**src/rtl/arp_reply_builder_core_macros.svh**
```systemverilog
// Assertion macros for the ARP reply builder RTL.
`ifndef ARP_REPLY_BUILDER_CORE_MACROS_SVH
`define ARP_REPLY_BUILDER_CORE_MACROS_SVH

`ifndef NO_ASSERTIONS

`define ARB_ASSERT_NEVER(label, clk, rst_n, cond, msg) \
    label: assert property (@(posedge clk) disable iff (!rst_n) !(cond)) \
        else $error(msg);

`define ARB_ASSERT_IMPLIES(label, clk, rst_n, ante, cons, msg) \
    label: assert property (@(posedge clk) disable iff (!rst_n) (ante) |-> (cons)) \
        else $error(msg);

`define ARB_ASSERT_NEXT(label, clk, rst_n, ante, cons, msg) \
    label: assert property (@(posedge clk) disable iff (!rst_n) (ante) |=> (cons)) \
        else $error(msg);

`else

`define ARB_ASSERT_NEVER(label, clk, rst_n, cond, msg)
`define ARB_ASSERT_IMPLIES(label, clk, rst_n, ante, cons, msg)
`define ARB_ASSERT_NEXT(label, clk, rst_n, ante, cons, msg)

`endif

`endif

```
**src/rtl/arb_pkg.sv**
```systemverilog
`timescale 1ns / 1ps
`default_nettype none

package arb_pkg;

    localparam int MacW = 48;
    localparam int IpW = 32;
    localparam int SenderW = 80;
    localparam int PosW = 6;
    localparam int CfgDataW = 48;

    localparam logic [PosW-1:0] ReqMacFirst = 6'd6;
    localparam logic [PosW-1:0] ReqMacEnd = 6'd12;
    localparam logic [PosW-1:0] SenderFirst = 6'd22;
    localparam logic [PosW-1:0] SenderEnd = 6'd32;
    localparam logic [PosW-1:0] TargetIpFirst = 6'd38;
    localparam logic [PosW-1:0] LastNeeded = 6'd41;
    localparam logic [PosW-1:0] PosMax = 6'd42;
    localparam logic [PosW-1:0] ReplyLastIdx = 6'd41;

    // Configuration register indexes.
    localparam logic RegMyMac = 1'b0;
    localparam logic RegMyIp = 1'b1;

    localparam logic [IpW-1:0] MyIpReset = 32'hC0A8010A;

    typedef struct packed {
        logic [MacW-1:0]    requester_mac;
        logic [SenderW-1:0] sender_mac_ip;
    } desc_t;

    typedef struct packed {
        logic full;
        logic empty;
    } fifo_stat_t;

    function automatic logic [7:0] ip_byte(input logic [IpW-1:0] ip, input logic [1:0] idx);
        logic [IpW-1:0] sh;
        sh = ip >> (8 * (3 - int'(idx)));
        return sh[7:0];
    endfunction

    function automatic logic [7:0] arp_fixed(input logic [3:0] idx);
        logic [7:0] r;
        case (idx)
            4'd0: r = 8'h08;
            4'd1: r = 8'h06;
            4'd2: r = 8'h00;
            4'd3: r = 8'h01;
            4'd4: r = 8'h08;
            4'd5: r = 8'h00;
            4'd6: r = 8'h06;
            4'd7: r = 8'h04;
            4'd8: r = 8'h00;
            4'd9: r = 8'h02;
            default: r = 8'h00;
        endcase
        return r;
    endfunction

    function automatic logic [7:0] reply_byte(
        input logic [PosW-1:0]    k,
        input logic [MacW-1:0]    req,
        input logic [SenderW-1:0] snd,
        input logic [MacW-1:0]    mac,
        input logic [IpW-1:0]     ip
    );
        logic [7:0]       r;
        logic [MacW-1:0]  mac_sh;
        logic [SenderW-1:0] snd_sh;
        int i;
        i = int'(k);
        r = 8'h00;
        mac_sh = '0;
        snd_sh = '0;
        case (k) inside
            [6'd0:6'd5]: begin
                mac_sh = req >> (8 * (5 - i));
                r = mac_sh[7:0];
            end
            [6'd6:6'd11]: begin
                mac_sh = mac >> (8 * (11 - i));
                r = mac_sh[7:0];
            end
            [6'd12:6'd21]: r = arp_fixed(4'(i - 12));
            [6'd22:6'd27]: begin
                mac_sh = mac >> (8 * (27 - i));
                r = mac_sh[7:0];
            end
            [6'd28:6'd31]: r = ip_byte(ip, 2'(i - 28));
            [6'd32:6'd41]: begin
                snd_sh = snd >> (8 * (41 - i));
                r = snd_sh[7:0];
            end
            default: r = 8'h00;
        endcase
        return r;
    endfunction

endpackage

`default_nettype wire

```
**src/rtl/arb_front.sv**
```systemverilog
`timescale 1ns / 1ps
`default_nettype none

module arb_front (
    input  wire logic                        clk,
    input  wire logic                        rst_n,
    input  wire logic                        accept,
    input  wire logic [7:0]                  rx_byte,
    input  wire logic                        rx_last,
    input  wire logic [arb_pkg::IpW-1:0]     my_ip,
    output arb_pkg::desc_t                   desc,
    output logic                             desc_push
);

    logic [arb_pkg::PosW-1:0]    pos_reg, pos_next;
    logic                        mismatch_reg, mismatch_next;
    logic [arb_pkg::MacW-1:0]    req_mac_reg;
    logic [arb_pkg::SenderW-1:0] sender_reg;
    logic                        in_req, in_sender, in_target, byte_differs, mismatch_now;
    logic [1:0]                  ip_idx;

    assign in_req    = (pos_reg >= arb_pkg::ReqMacFirst) && (pos_reg < arb_pkg::ReqMacEnd);
    assign in_sender = (pos_reg >= arb_pkg::SenderFirst) && (pos_reg < arb_pkg::SenderEnd);
    assign in_target = (pos_reg >= arb_pkg::TargetIpFirst) && (pos_reg < arb_pkg::PosMax);
    assign ip_idx    = 2'(pos_reg - arb_pkg::TargetIpFirst);
    assign byte_differs = rx_byte != arb_pkg::ip_byte(my_ip, ip_idx);
    assign mismatch_now = mismatch_reg || (in_target && byte_differs);

    always_comb
    begin
        pos_next = pos_reg;
        mismatch_next = mismatch_reg;
        if (accept)
        begin
            if (rx_last)
            begin
                pos_next = '0;
                mismatch_next = 1'b0;
            end
            else
            begin
                mismatch_next = mismatch_now;
                if (pos_reg < arb_pkg::PosMax)
                    pos_next = pos_reg + 6'd1;
            end
        end
    end

    always_ff @(posedge clk or negedge rst_n)
    begin
        if (!rst_n)
        begin
            pos_reg <= '0;
            mismatch_reg <= 1'b0;
            req_mac_reg <= '0;
            sender_reg <= '0;
        end
        else
        begin
            pos_reg <= pos_next;
            mismatch_reg <= mismatch_next;
            // Captured fields shift in, so the first byte ends up most significant.
            if (accept && in_req)
                req_mac_reg <= {req_mac_reg[arb_pkg::MacW-9:0], rx_byte};
            if (accept && in_sender)
                sender_reg <= {sender_reg[arb_pkg::SenderW-9:0], rx_byte};
        end
    end

    assign desc_push = accept && rx_last && (pos_reg >= arb_pkg::LastNeeded) && !mismatch_now;
    assign desc.requester_mac = req_mac_reg;
    assign desc.sender_mac_ip = sender_reg;

endmodule

`default_nettype wire

```
**src/rtl/arb_desc_fifo.sv**
```systemverilog
`timescale 1ns / 1ps
`default_nettype none

module arb_desc_fifo (
    input  wire logic           clk,
    input  wire logic           rst_n,
    input  wire logic           push,
    input  wire arb_pkg::desc_t wr_data,
    input  wire logic           pop,
    output arb_pkg::desc_t      rd_data,
    output arb_pkg::fifo_stat_t stat
);

    arb_pkg::desc_t mem [2];
    logic       wptr_reg, rptr_reg;
    logic [1:0] cnt_reg, cnt_next;
    logic       do_push, do_pop;

    assign do_push = push && (cnt_reg != 2'd2);
    assign do_pop  = pop && (cnt_reg != 2'd0);

    always_comb
    begin
        cnt_next = cnt_reg;
        if (do_push && !do_pop)
            cnt_next = cnt_reg + 2'd1;
        else if (do_pop && !do_push)
            cnt_next = cnt_reg - 2'd1;
    end

    always_ff @(posedge clk)
    begin
        if (do_push)
            mem[wptr_reg] <= wr_data;
    end

    always_ff @(posedge clk or negedge rst_n)
    begin
        if (!rst_n)
        begin
            wptr_reg <= 1'b0;
            rptr_reg <= 1'b0;
            cnt_reg <= 2'd0;
        end
        else
        begin
            if (do_push)
                wptr_reg <= !wptr_reg;
            if (do_pop)
                rptr_reg <= !rptr_reg;
            cnt_reg <= cnt_next;
        end
    end

    assign rd_data = mem[rptr_reg];
    assign stat.full = cnt_reg == 2'd2;
    assign stat.empty = cnt_reg == 2'd0;

endmodule

`default_nettype wire

```
**src/rtl/arb_back.sv**
```systemverilog
`timescale 1ns / 1ps
`default_nettype none

`include "arp_reply_builder_core_macros.svh"

module arb_back (
    input  wire logic                    clk,
    input  wire logic                    rst_n,
    input  wire arb_pkg::desc_t          desc,
    input  wire logic                    desc_empty,
    output logic                         desc_pop,
    input  wire logic [arb_pkg::MacW-1:0] my_mac,
    input  wire logic [arb_pkg::IpW-1:0]  my_ip,
    output logic [7:0]                   tx_byte,
    output logic                         tx_last,
    output logic                         empty,
    input  wire logic                    pop
);

    logic [arb_pkg::PosW-1:0] idx_reg;
    logic [8:0] out_mem [2];
    logic       out_wptr_reg, out_rptr_reg;
    logic [1:0] out_cnt_reg, out_cnt_next;
    logic       room, gen, out_pop, gen_last;
    logic [7:0] gen_byte;

    assign room = out_cnt_reg != 2'd2;
    assign gen = !desc_empty && room;
    assign gen_last = idx_reg == arb_pkg::ReplyLastIdx;
    assign desc_pop = gen && gen_last;
    assign out_pop = pop && (out_cnt_reg != 2'd0);
    assign gen_byte = arb_pkg::reply_byte(idx_reg, desc.requester_mac, desc.sender_mac_ip,
                                          my_mac, my_ip);

    always_comb
    begin
        out_cnt_next = out_cnt_reg;
        if (gen && !out_pop)
            out_cnt_next = out_cnt_reg + 2'd1;
        else if (out_pop && !gen)
            out_cnt_next = out_cnt_reg - 2'd1;
    end

    always_ff @(posedge clk)
    begin
        if (gen)
            out_mem[out_wptr_reg] <= {gen_last, gen_byte};
    end

    always_ff @(posedge clk or negedge rst_n)
    begin
        if (!rst_n)
        begin
            idx_reg <= '0;
            out_wptr_reg <= 1'b0;
            out_rptr_reg <= 1'b0;
            out_cnt_reg <= 2'd0;
        end
        else
        begin
            if (gen)
            begin
                idx_reg <= gen_last ? '0 : idx_reg + 6'd1;
                out_wptr_reg <= !out_wptr_reg;
            end
            if (out_pop)
                out_rptr_reg <= !out_rptr_reg;
            out_cnt_reg <= out_cnt_next;
        end
    end

    assign {tx_last, tx_byte} = out_mem[out_rptr_reg];
    assign empty = out_cnt_reg == 2'd0;

    `ARB_ASSERT_NEVER(a_idx_range, clk, rst_n, idx_reg > arb_pkg::ReplyLastIdx, "reply index out of range")
    `ARB_ASSERT_NEVER(a_out_cnt, clk, rst_n, out_cnt_reg == 2'd3, "output stage overflow")
    `ARB_ASSERT_IMPLIES(a_idle_idx, clk, rst_n, desc_empty, idx_reg == '0, "reply index moved without a descriptor")
    `ARB_ASSERT_NEXT(a_pop_wraps, clk, rst_n, desc_pop, idx_reg == '0, "index did not wrap after last reply byte")

endmodule

`default_nettype wire

```
**src/rtl/arp_reply_builder_core.sv**
```systemverilog
`timescale 1ns / 1ps
`default_nettype none

// Channel   Direction  Handshake              Payload
// -------   ---------  ---------------------  ----------------------------------
// rx        in         push / full            rx_byte[7:0], rx_last
// tx        out        empty / pop            tx_byte[7:0], tx_last
// cfg       in         cfg_we (no wait)       cfg_index[0], cfg_data[47:0]
//
// Received bytes are taken one per cycle while full is low; full rises only while two replies wait.
// A matching frame's last byte queues a reply descriptor at its accepting edge; the
// back end then writes the first beat into its output buffer, which drives the result
// ports, and the other 41 beats follow at one per cycle while the receiver keeps popping.
// Reply throughput is set by the single-byte output path that carries each reply.
// Reset clears the byte position, the queues and my_mac, and sets my_ip to 192.168.1.10.

module arp_reply_builder_core (
    input  wire logic                         clk,
    input  wire logic                         rst_n,
    input  wire logic                         push,
    output logic                              full,
    input  wire logic [7:0]                   rx_byte,
    input  wire logic                         rx_last,
    output logic                              empty,
    input  wire logic                         pop,
    output logic [7:0]                        tx_byte,
    output logic                              tx_last,
    input  wire logic                         cfg_we,
    input  wire logic                         cfg_index,
    input  wire logic [arb_pkg::CfgDataW-1:0] cfg_data
);

    logic [arb_pkg::MacW-1:0] my_mac_reg;
    logic [arb_pkg::IpW-1:0]  my_ip_reg;
    arb_pkg::desc_t           front_desc, back_desc;
    arb_pkg::fifo_stat_t      desc_stat;
    logic                     accept, desc_push, desc_pop;

    always_ff @(posedge clk or negedge rst_n)
    begin
        if (!rst_n)
        begin
            my_mac_reg <= '0;
            my_ip_reg <= arb_pkg::MyIpReset;
        end
        else if (cfg_we)
        begin
            case (cfg_index)
                arb_pkg::RegMyMac: my_mac_reg <= cfg_data;
                arb_pkg::RegMyIp:  my_ip_reg <= cfg_data[arb_pkg::IpW-1:0];
                default: ;
            endcase
        end
    end

    assign full = desc_stat.full;
    assign accept = push && !full;

    arb_front u_front (
        .clk       (clk),
        .rst_n     (rst_n),
        .accept    (accept),
        .rx_byte   (rx_byte),
        .rx_last   (rx_last),
        .my_ip     (my_ip_reg),
        .desc      (front_desc),
        .desc_push (desc_push)
    );

    arb_desc_fifo u_desc_fifo (
        .clk     (clk),
        .rst_n   (rst_n),
        .push    (desc_push),
        .wr_data (front_desc),
        .pop     (desc_pop),
        .rd_data (back_desc),
        .stat    (desc_stat)
    );

    arb_back u_back (
        .clk        (clk),
        .rst_n      (rst_n),
        .desc       (back_desc),
        .desc_empty (desc_stat.empty),
        .desc_pop   (desc_pop),
        .my_mac     (my_mac_reg),
        .my_ip      (my_ip_reg),
        .tx_byte    (tx_byte),
        .tx_last    (tx_last),
        .empty      (empty),
        .pop        (pop)
    );

endmodule

`default_nettype wire

```
**config.mk**
```make
export PLATFORM = sky130hd
export DESIGN_NAME = arp_reply_builder_core
export DESIGN_NICKNAME = d
export VERILOG_FILES = /design/src/rtl/arb_pkg.sv /design/src/rtl/arb_front.sv /design/src/rtl/arb_desc_fifo.sv /design/src/rtl/arb_back.sv /design/src/rtl/arp_reply_builder_core.sv
export VERILOG_INCLUDE_DIRS = /design/src /design/src/rtl
export SDC_FILE = /design/constraint.sdc
export NUM_CORES = 1
export LEC_CHECK = 0
export BUFFER_PORTS_ARGS = -buffer_cell sky130_fd_sc_hd__buf_4
export CORE_ASPECT_RATIO = 1.25
export CORE_MARGIN = 5
export CORE_UTILIZATION = 43
export DETAILED_ROUTE_END_ITERATION = 6
export PLACE_DENSITY = 0.57
export SYNTH_ARGS = -nofsm -noshare
export SYNTH_HDL_FRONTEND = slang
export SYNTH_SLANG_ARGS = --single-unit
```
**constraint.sdc**
```tcl
create_clock -name clk -period 32.4 [get_ports clk]
set_input_delay 3.24 -clock clk [delete_from_list [all_inputs] [get_ports clk]]
set_output_delay 3.24 -clock clk [all_outputs]
set_load 0.02 [all_outputs]
```
==> results of run 1 <==
==> synthesized netlist by cell type (5+ instances only) <==
cell,n
a22o_1,5
and2_1,6
nand3_1,14
a22oi_1,7
nor3_1,5
nor2b_1,7
a21oi_1,10
mux2_1,63
nor2_1,28
buf_1,8
mux4_1,8
mux2i_1,29
ha_1,20
inv_1,13
edfxtp_1,274
buf_2,26
o2111ai_1,5
mux4_2,68
o21ai_0,17
buf_4,7
dfrtp_1,221
o211ai_1,10
nand4_1,10
xnor2_1,16
dfstp_2,8
mux2_2,175
a21o_1,5
nor4_1,5
o22ai_1,9
a211oi_1,11
nand2_1,39
clkbuf_1,12
xor2_1,6
==> final cells by class <==
cell class	count	area, um2	share of cell area, %
clock buffer	73	1430	6.00
clock inverter	18	163	0.684
inverter	17	63.8	0.268
multi-input combinational	634	6680	28.1
sequential	503	14000	58.7
tap	644	806	3.39
timing repair buffer	89	676	2.84
==> cell usage in the layout, fill, tap and decap left out, types with 12 or more instances in the layout <==
cell type and n:
o21ai_0 17, inv_1 12, nand2_1 39, mux2_1 63
mux2i_1 29, ha_1 20, buf_4 88, edfxtp_1 274
clkbuf_1 14, dfrtp_1 218, nor2_1 28, mux4_2 68
xnor2_1 16, clkbuf_16 50, nand3_1 14, mux2_2 175
==> final timing paths <==
path                                                    startpoint                            endpoint
worst max-delay path                                    rx_byte[3]    u_desc_fifo.mem[1][43]$_DFFE_PP_
worst min-delay path            u_front.sender_reg[76]$_DFFE_PN0P_    u_desc_fifo.mem[1][76]$_DFFE_PP_
worst max register to register      u_front.pos_reg[0]$_DFFE_PN0P_    u_desc_fifo.mem[1][43]$_DFFE_PP_
worst min register to register  u_front.sender_reg[76]$_DFFE_PN0P_    u_desc_fifo.mem[1][76]$_DFFE_PP_
max in group asynchronous                                    rst_n  u_front.sender_reg[77]$_DFFE_PN0P_
min in group asynchronous                                    rst_n      u_front.pos_reg[3]$_DFFE_PN0P_
==> power by group through the flow <==
stage          logic [mW]  clock network (mW)  registers, mW
6_report            0.450               0.558          0.799
3_5_place_dp        0.455                   0          0.812
3_3_place_gp        0.454                   0          0.811
2_1_floorplan       0.334                   0          0.764
4_1_cts             0.457               0.576          0.800
5_1_grt             0.483               0.600          0.807
==> metal layers <==
layer | up-vias | wire, um
li1 | 4874 | -
met2 | 214 | 23500
met3 | 50 | 1610
met5 | - | 0
met4 | 0 | 1080
met1 | 5621 | 18600
==> cell families (layout without fill, tap and decap cells) <==
group | count (synthesis) | after routing | share of synthesized area (%)
DFF | 503 | 503 | 66.6
muxes | 343 | 343 | 22.5
and+or+nand+nor | 141 | 141 | 3.45
AOI/OAI and AO/OA | 108 | 108 | 3.72
buffers and inverters | 73 | 197 | 1.66
xor gates and xnor gates | 22 | 22 | 0.919
adders and majority gates | 20 | 20 | 1.19
==> through the flow <==
stage | total power, mW | hold WS [ns] | setup slack [ns] | instances | util [%]
finish | 1.81 | 0.461 | 26.46 | 1978 | 49.3
global route | 1.89 | 0.473 | 26.29 | 1978 | 49.3
detailed placement | 1.27 | 0.449 | 25.83 | 1887 | 46.0
global placement | 1.26 | 0.449 | 25.85 | 1887 | 46.0
floorplan | 1.10 | 0.435 | 18.39 | 1210 | -
CTS | 1.83 | 0.457 | 26.43 | 1978 | 49.3
==> worst reg2reg max path: stages, from the launching register on <==
cell,delay [ns]
dfrtp_1,0.82
mux4_1,0.83
xnor2_1,0.21
nand4_1,0.33
o21a_2,0.36
nor3b_2,0.19
buf_4,0.78
buf_4,0.86
==> reports/results.tsv, run 1 <==
metric	value	unit
Vias/cell	5.44	
DRC violations left	1	
# diodes	0	
mean area per synthesized cell	17.3	um2
Hold Path Class	reg -> reg	
number of core rows	90	
First-pass DRT Iterations	7	
met3 usage	2.75	%
startpoint types	primary input	
Hold Path Stages	0	
Post-DP Area	22200	um2
GRT overflow	0	
CTS root buffer	clkbuf_16	
Total GRT Usage	16.8	%
Worst path slowest cell	buf_4	
crit share post-route	18.3	%
most frequent CP cell	buf_4	
Cell variety after synth	67	
PwrDens	75.9	nW/um2
Max-slew headroom	27.4	%
final WL	44800	um
min cycle time layout	5.94	ns
Post-Synthesis Cell Area	21000	um2
Buffers & Inverters on Critical Path	3	
Clock Tree Buf Depth	3	
Post-synth ARST share	45.5	%
CTS Hold Bufs	0	
fin area	23800	um2
DIE AREA	53300	um2
most crowded layer after global routing	met2	
Worst-Skew Late Latency	0.57	ns
number of global-route vias before repair	11400	
switch share	31.0	%
Cell Chain, Critical Path	buf_4 -> xnor2_1 -> nand4_1 -> o21a_2 -> nor3b_2 -> buf_4 -> buf_4	
Synth Instances	1210	
Final setup viols	0	
r2r setup slk	27.61	ns
Crit. End Element	flop	
Hold Vio Cnt, Final	0	
Clk pwr share	30.9	%
Max Cap Violations	0	
post-cts sizing count	0	
Setup CP Type	in -> reg	
area leader, netlist	edfxtp_1	
htree depth	2	
die extent in y	257	um
syn_nets	1293	
number of enable flip-flop cells after synthesis	274	
sequential share of the synthesized area	66.6	%
worst path arrival time	6.13	ns
DIE WIDTH	208	um
Total Nets Final	1378	
initial antenna violation count	0	
hpwl dp	29100	um
global-route met2 utilization	29.8	%
clock slew at reported path FFs	0.06	ns
CTS tree	done	
num ports	74	
Main synth FF type	edfxtp_1	
vias post-DR	10800	
Area Overhead vs Synth	13.5	%
Area contributors post-synth	edfxtp_1 (39%), dfrtp_1 (26%), mux2_2 (9.4%)	
Seq cells post-synth	503	
CP Max Fanout	77	
routed wire length per instance	22.6	um
failing checks	DRC	
worst slew pin tran	1.09	ns
met1 usage	21.4	%
Starting Density	43.4	%
status	finished, violations left	
total negative slack	0	ns
layout cells sized above 1	32.5	%
combinational share of power	24.9	%
Leakage	9.63	nW
Synth Warn #	0	
FILL cells	3981	
Worst path top cell family by delay	buffers and inverters	
switching power	560	uW
post-CTS setup buffers	0	
first-pass GRT wire length	69900	um
fmax	168	MHz
max reg flops	256	
worst vdd ir	0.0343	mV
GP Congestion	0.894	
CTS Sinks	503	
Num CTS Buffers	50	
top cell type's share of synthesized area	39.2	%
slowest stage delay, CP	0.78	ns
starting DRC count in detailed routing	702	
Final Slew Violations	0	
post-route ant nets	0	
R2R depth	7	
CP Data Required Time	32.59	ns
PortBufs	73	
sequential share of power	44.2	%
RSZ-0062 raised after global routing	no	
Internal	1.25	mW
total core area	48300	um2
largest net degree at the start of global routing	80	
Worst Skew	0.0219	ns
Levels on crit path	7	
Power figures use the tool's default switching activity.
==> inputs of run 2 (changes only) <==
--- a/config.mk
+++ b/config.mk
@@ -6,12 +6,13 @@
 export SDC_FILE = /design/constraint.sdc
 export NUM_CORES = 1
 export LEC_CHECK = 0
+export ABC_AREA = 1
 export BUFFER_PORTS_ARGS = -buffer_cell sky130_fd_sc_hd__buf_4
 export CORE_ASPECT_RATIO = 1.25
 export CORE_MARGIN = 5
 export CORE_UTILIZATION = 43
 export DETAILED_ROUTE_END_ITERATION = 6
-export PLACE_DENSITY = 0.57
+export PLACE_DENSITY = 0.59
 export SYNTH_ARGS = -nofsm -noshare
 export SYNTH_HDL_FRONTEND = slang
 export SYNTH_SLANG_ARGS = --single-unit
==> constraint.sdc (replaced) <==
create_clock -name clk -period 4.9 [get_ports clk]
set_input_delay 0.49 -clock clk [delete_from_list [all_inputs] [get_ports clk]]
set_output_delay 0.49 -clock clk [all_outputs]
set_load 0.02 [all_outputs]
==> run 2 against run 1 <==
Effect of this change:
- the run now ends clean
- via count rose by 34%
- sequential power rose to 7.0 times the previous value
- core utilization barely moved
- count of clock-buffer cells in the layout fell by 2
- worst hold slack got worse by 0.32 ns
- combinational power rose to 8.6 times the previous value
- critical path type is now reg -> reg
==> reports/results.tsv, run 2 <==
metric	value	unit
status	finished, final reports clean	
Area contributors post-synth	edfxtp_1 (38%), dfrtp_1 (26%), nand2_1 (8.1%)	
worst path arrival time	3.82	ns
routed wire length per instance	18.1	um
CTS tree	done	
num ports	74	
number of core rows	91	
Synth Warn #	0	
Crit. End Element	flop	
DIE WIDTH	210	um
number of enable flip-flop cells after synthesis	274	
Starting Density	43.4	%
RSZ-0062 raised after global routing	no	
PwrDens	555	nW/um2
mean area per synthesized cell	10.3	um2
Hold Path Class	in -> reg	
Tot Pwr	13.5	mW
CTS root buffer	clkbuf_16	
fmax	281	MHz
final WL	51000	um
Area Overhead vs Synth	13.3	%
Synth Instances	2072	
PortBufs	73	
fin area	24300	um2
Worst-Skew Late Latency	0.60	ns
Post-DP Area	22500	um2
worst slew pin tran	1.13	ns
Post-Synthesis Cell Area	21400	um2
hold slack	0.143	ns
Final Slew Violations	0	
number of global-route vias before repair	14400	
FILL cells	4474	
min cycle time layout	3.56	ns
sequential share of the synthesized area	65.3	%
largest net degree at the start of global routing	115	
worst vdd ir	0.250	mV
commonest non-fill, non-tap cell in the layout	nand2_1	
total core area	49300	um2
hpwl dp	32700	um
First-pass DRT Iterations	5	
Setup CP Type	reg -> reg	
GP Congestion	0.908	
total negative slack	0	ns
post-route ant nets	0	
startpoint types	flop	
CP Max Fanout	44	
htree depth	2	
Num CTS Buffers	48	
DIE AREA	54400	um2
starting DRC count in detailed routing	1052	
CP Data Required Time	5.16	ns
Main synth FF type	edfxtp_1	
syn_nets	2155	
top cell type's share of synthesized area	38.4	%
Total GRT Usage	18.8	%
Vias/cell	5.14	
Final setup viols	0	
CTS Sinks	503	
DP Cell Count	2718	
GRT overflow	0	
Total Nets Final	2201	
max reg flops	256	
Clock Tree Buf Depth	3	
Seq cells post-synth	503	
Leakage	10.5	nW
layout cells sized above 1	11.0	%
area leader, netlist	edfxtp_1	
first-pass GRT wire length	81300	um
Cell variety after synth	42	
Hold Vio Cnt, Final	0	
# diodes	0	
clock slew at reported path FFs	0.06	ns
die extent in y	259	um
final std cells w/o fill	2809	
Max-slew headroom	24.4	%
Max Cap Violations	0	
initial antenna violation count	0	
most frequent cells in the layout	nand2_1 (462), o21ai_0 (279), edfxtp_1 (274)	
Worst Skew	0.0302	ns
top cells by count, synth	nand2_1 (463), o21ai_0 (279), edfxtp_1 (274), dfrtp_1 (221), nor2_1 (208)	
DRC violations left	0	
vias post-DR	14400	
top-count cell post-synth	nand2_1	
Post-synth ARST share	45.5	%
crit share post-route	72.7	%
-- run 2: per-stage QoR --
| stage | setup WS (ns) | utilization [%] |
|---|---|---|
| after floorplan | 0.444 | - |
| after global placement | 1.49 | 45.7 |
| after detailed placement | 1.32 | 45.7 |
| after CTS | 1.30 | 49.2 |
| after global routing | 1.01 | 49.2 |
| final | 1.34 | 49.2 |
-- run 2: layer usage --
metal | GRT usage (%) | wire length, um | vias to the layer above
li1 | - | - | 7051
met2 | 32.6 | 25700 | 318
met3 | 2.84 | 1990 | 77
met4 | 4.95 | 1190 | 0
met1 | 24.9 | 22100 | 6988
met5 | 0 | 0 | -
-- run 2: cells by family (layout without fill, tap and decap cells) --
group	Yosys count	count (layout)	share of synthesized area, %
flops	503	503	65.3
xor+xnor	16	16	0.690
mux	32	32	1.68
fa+ha+maj	20	20	1.17
simple gates	762	762	14.0
compound gates	438	438	11.2
buf+inv	301	387	5.99
-- run 2: what timing repair did --
action | CTS | global route
resized for setup | 0 | 0
hold endpoints to repair | 79 | 0
hold buffers | 1 | 0
setup buffers | 0 | 0
-- run 2: final timing paths --
kind | start | to | slack (ns) | cells past startpoint
max | u_front.pos_reg[0]$_DFFE_PN0P_ | u_desc_fifo.mem[0][29]$_DFFE_PP_ | 1.34 | 12
min | cfg_data[44] | my_mac_reg[44]$_DFFE_PN0P_ | 0.14 | 2
max reg2reg | u_front.pos_reg[0]$_DFFE_PN0P_ | u_desc_fifo.mem[0][29]$_DFFE_PP_ | 1.34 | 12
min reg2reg | u_front.sender_reg[23]$_DFFE_PN0P_ | u_desc_fifo.mem[0][23]$_DFFE_PP_ | 0.46 | 0
max in group asynchronous | rst_n | my_ip_reg[31]$_DFFE_PN1P_ | 3.37 | 3
min in group asynchronous | rst_n | u_front.sender_reg[43]$_DFFE_PN0P_ | 0.49 | 2
-- run 2: where the power goes --
group / leakage [nW] / internal, mW / switching [mW] / total (mW)
clock network: 0.843 / 2.38 / 1.59 / 3.97
logic: 4.39 / 1.23 / 2.65 / 3.87
registers: 5.25 / 5.14 / 0.476 / 5.62
-- run 2: final cells by class --
class / instances / area [um2] / share of cell area, %
sequential: 503 / 14000 / 57.6
timing repair buffer: 102 / 826 / 3.40
multi-input combinational: 1268 / 6190 / 25.5
tap: 651 / 815 / 3.36
inverter: 195 / 737 / 3.04
clock buffer: 71 / 1410 / 5.81
clock inverter: 19 / 313 / 1.29
-- run 2: critical path, stage by stage (launching register included) --
cell and delay, ns:
dfrtp_1 0.80, inv_2 0.32, nand2_1 0.12, nand3_1 0.07, nand2_1 0.10, xor2_1 0.15, nand2_1 0.07, nor3_1 0.16
nand4_1 0.12, nand2_1 0.12, nand4_1 0.17, inv_4 0.53, buf_4 0.44
==> inputs of run 3 (changes only) <==
==> constraint.sdc (replaced) <==
create_clock -name clk -period 2.99 [get_ports clk]
set_input_delay 0.299 -clock clk [delete_from_list [all_inputs] [get_ports clk]]
set_output_delay 0.299 -clock clk [all_outputs]
set_load 0.02 [all_outputs]
==> run 3 against run 2 <==
Effect of this change:
- fmax rose by 31%
- worst hold slack got worse by 0.12 ns
- clock skew barely moved
- critical path depth fell by 3
- power rose by 64%
- die area did not move
- cell count rose by 3.0%
- non-clock buffer count rose by 82
- global-route usage rose by 0.46 points
- via count rose by 2.6%
- combinational power rose by 78%
- routed wire length rose by 2.6%
- critical endpoint is now u_back.out_mem[0][7]$_DFFE_PP_
==> reports/results.tsv, run 3 (synthesized netlist as in run 2, its figures left out) <==
metric	value	unit
post-route ant nets	0	
fmax	368	MHz
largest net degree at the start of global routing	99	
hpwl dp	35000	um
RSZ-0062 raised after global routing	no	
CTS tree	done	
Final setup viols	0	
worst vdd ir	0.468	mV
total negative slack	0	ns
CTS Sinks	503	
Tot Pwr	22.0	mW
worst path arrival time	3.15	ns
CP Max Fanout	10	
most frequent cells in the layout	nand2_1 (462), o21ai_0 (279), edfxtp_1 (274)	
routed wire length per instance	18.1	um
die extent in y	259	um
sequential share of power	41.3	%
PortBufs	73	
DRC violations left	0	
Internal	14.1	mW
commonest non-fill, non-tap cell in the layout	nand2_1	
Setup CP Type	reg -> reg	
number of global-route vias before repair	15000	
GP Congestion	0.873	
Worst-Skew Late Latency	0.59	ns
first-pass GRT wire length	83600	um
Total GRT Usage	19.3	%
# diodes	0	
Leakage	10.9	nW
combinational share of power	31.3	%
Final Slew Violations	0	
Total Nets Final	2284	
Clk pwr share	27.4	%
Area Overhead vs Synth	16.9	%
Hold Vio Cnt, Final	0	
vias post-DR	14800	
htree depth	2	
Worst Skew	0.0299	ns
FILL cells	4388	
DP Cell Count	2756	
final WL	52300	um
initial antenna violation count	0	
Max-slew headroom	40.2	%
Clock Tree Buf Depth	3	
Crit. End Element	flop	
Num CTS Buffers	49	
CP Data Required Time	3.43	ns
starting DRC count in detailed routing	1140	
CTS root buffer	clkbuf_16	
Starting Density	43.4	%
GRT overflow	0	
status	finished, final reports clean	
DIE AREA	54400	um2
DIE WIDTH	210	um
worst slew pin tran	0.894	ns
total core area	49300	um2
First-pass DRT Iterations	5	
num ports	74	
Vias/cell	5.12	
min cycle time layout	2.72	ns
switching power	7.93	mW
startpoint types	flop	
switch share	36.0	%
PwrDens	880	nW/um2
Max Cap Violations	0	
hold slack	0.0241	ns
final std cells w/o fill	2893	
layout cells sized above 1	12.7	%
Hold Path Class	in -> reg	
number of core rows	91	
max reg flops	256	
crit share post-route	90.9	%
clock slew at reported path FFs	0.06	ns
[run 3: path summary, 6_finish.rpt]
| path | endpoint | start | slack, ns | cells past startpoint |
|---|---|---|---|---|
| setup reg to reg | u_back.out_mem[0][7]$_DFFE_PP_ | u_back.idx_reg[3]$_DFFE_PN0P_ | 0.27 | 9 |
| hold / removal | my_ip_reg[1]$_DFFE_PN1P_ | cfg_data[1] | 0.02 | 3 |
| min in group asynchronous | u_front.req_mac_reg[1]$_DFFE_PN0P_ | rst_n | 0.30 | 2 |
| max in group asynchronous | my_ip_reg[21]$_DFFE_PN1P_ | rst_n | 1.82 | 3 |
| hold reg to reg | u_desc_fifo.mem[0][16]$_DFFE_PP_ | u_front.sender_reg[16]$_DFFE_PN0P_ | 0.47 | 0 |
| setup / recovery | u_back.out_mem[0][7]$_DFFE_PP_ | u_back.idx_reg[3]$_DFFE_PN0P_ | 0.27 | 9 |
[run 3: power groups by stage]
| stage | sequential, mW | clock, mW | combinational [mW] |
|---|---|---|---|
| 5_1_grt | 9.22 | 6.47 | 7.65 |
| 6_report | 9.11 | 6.03 | 6.89 |
| 4_1_cts | 9.11 | 6.19 | 6.90 |
| 2_1_floorplan | 8.96 | 0 | 4.53 |
| 3_3_place_gp | 9.21 | 0 | 6.73 |
| 3_5_place_dp | 9.24 | 0 | 6.82 |
[run 3: timing repair]
action,CTS,global route
resized for setup,0,0
hold buffers,41,0
hold endpoints to repair,125,0
endpoints found under the setup margin,0,250
setup buffers,0,4
[run 3: critical path, stage by stage (launching register included)]
cell,delay (ns)
dfrtp_1,0.61
inv_1,0.24
ha_1,0.45
nand2_1,0.08
or3_1,0.38
o31ai_2,0.38
nand2_1,0.17
nand2_1,0.10
nand2_1,0.05
nand2_1,0.10
[run 3: per-stage QoR]
| step | setup slack (ns) | instance area (um2) | util (%) |
|---|---|---|---|
| after floorplan | -0.788 | 21500 | - |
| after detailed placement | 0.0783 | 23000 | 46.6 |
| after CTS | 0.0536 | 25000 | 50.6 |
| after global placement | 0.138 | 23000 | 46.6 |
| after global routing | 0.00747 | 25000 | 50.8 |
| final | 0.272 | 25000 | 50.8 |
[run 3: cell type report]
| class | count | area (um2) | area share (%) |
|---|---|---|---|
| flip-flops and latches | 503 | 14000 | 55.8 |
| multi-input cells | 1268 | 6190 | 24.7 |
| repair buffers | 184 | 1720 | 6.86 |
| clock buffers | 70 | 1470 | 5.87 |
| well taps | 651 | 815 | 3.25 |
| inverters | 195 | 741 | 2.96 |
| clock inverters | 22 | 123 | 0.490 |
[run 3: layer usage]
metal | vias to the layer above | GRT usage [%] | share of wire, %
met5 | - | 0 | 0
met4 | 0 | 6.07 | 3.1
met3 | 90 | 2.84 | 4.2
met2 | 348 | 33.2 | 50
met1 | 7167 | 25.3 | 43
li1 | 7210 | - | -
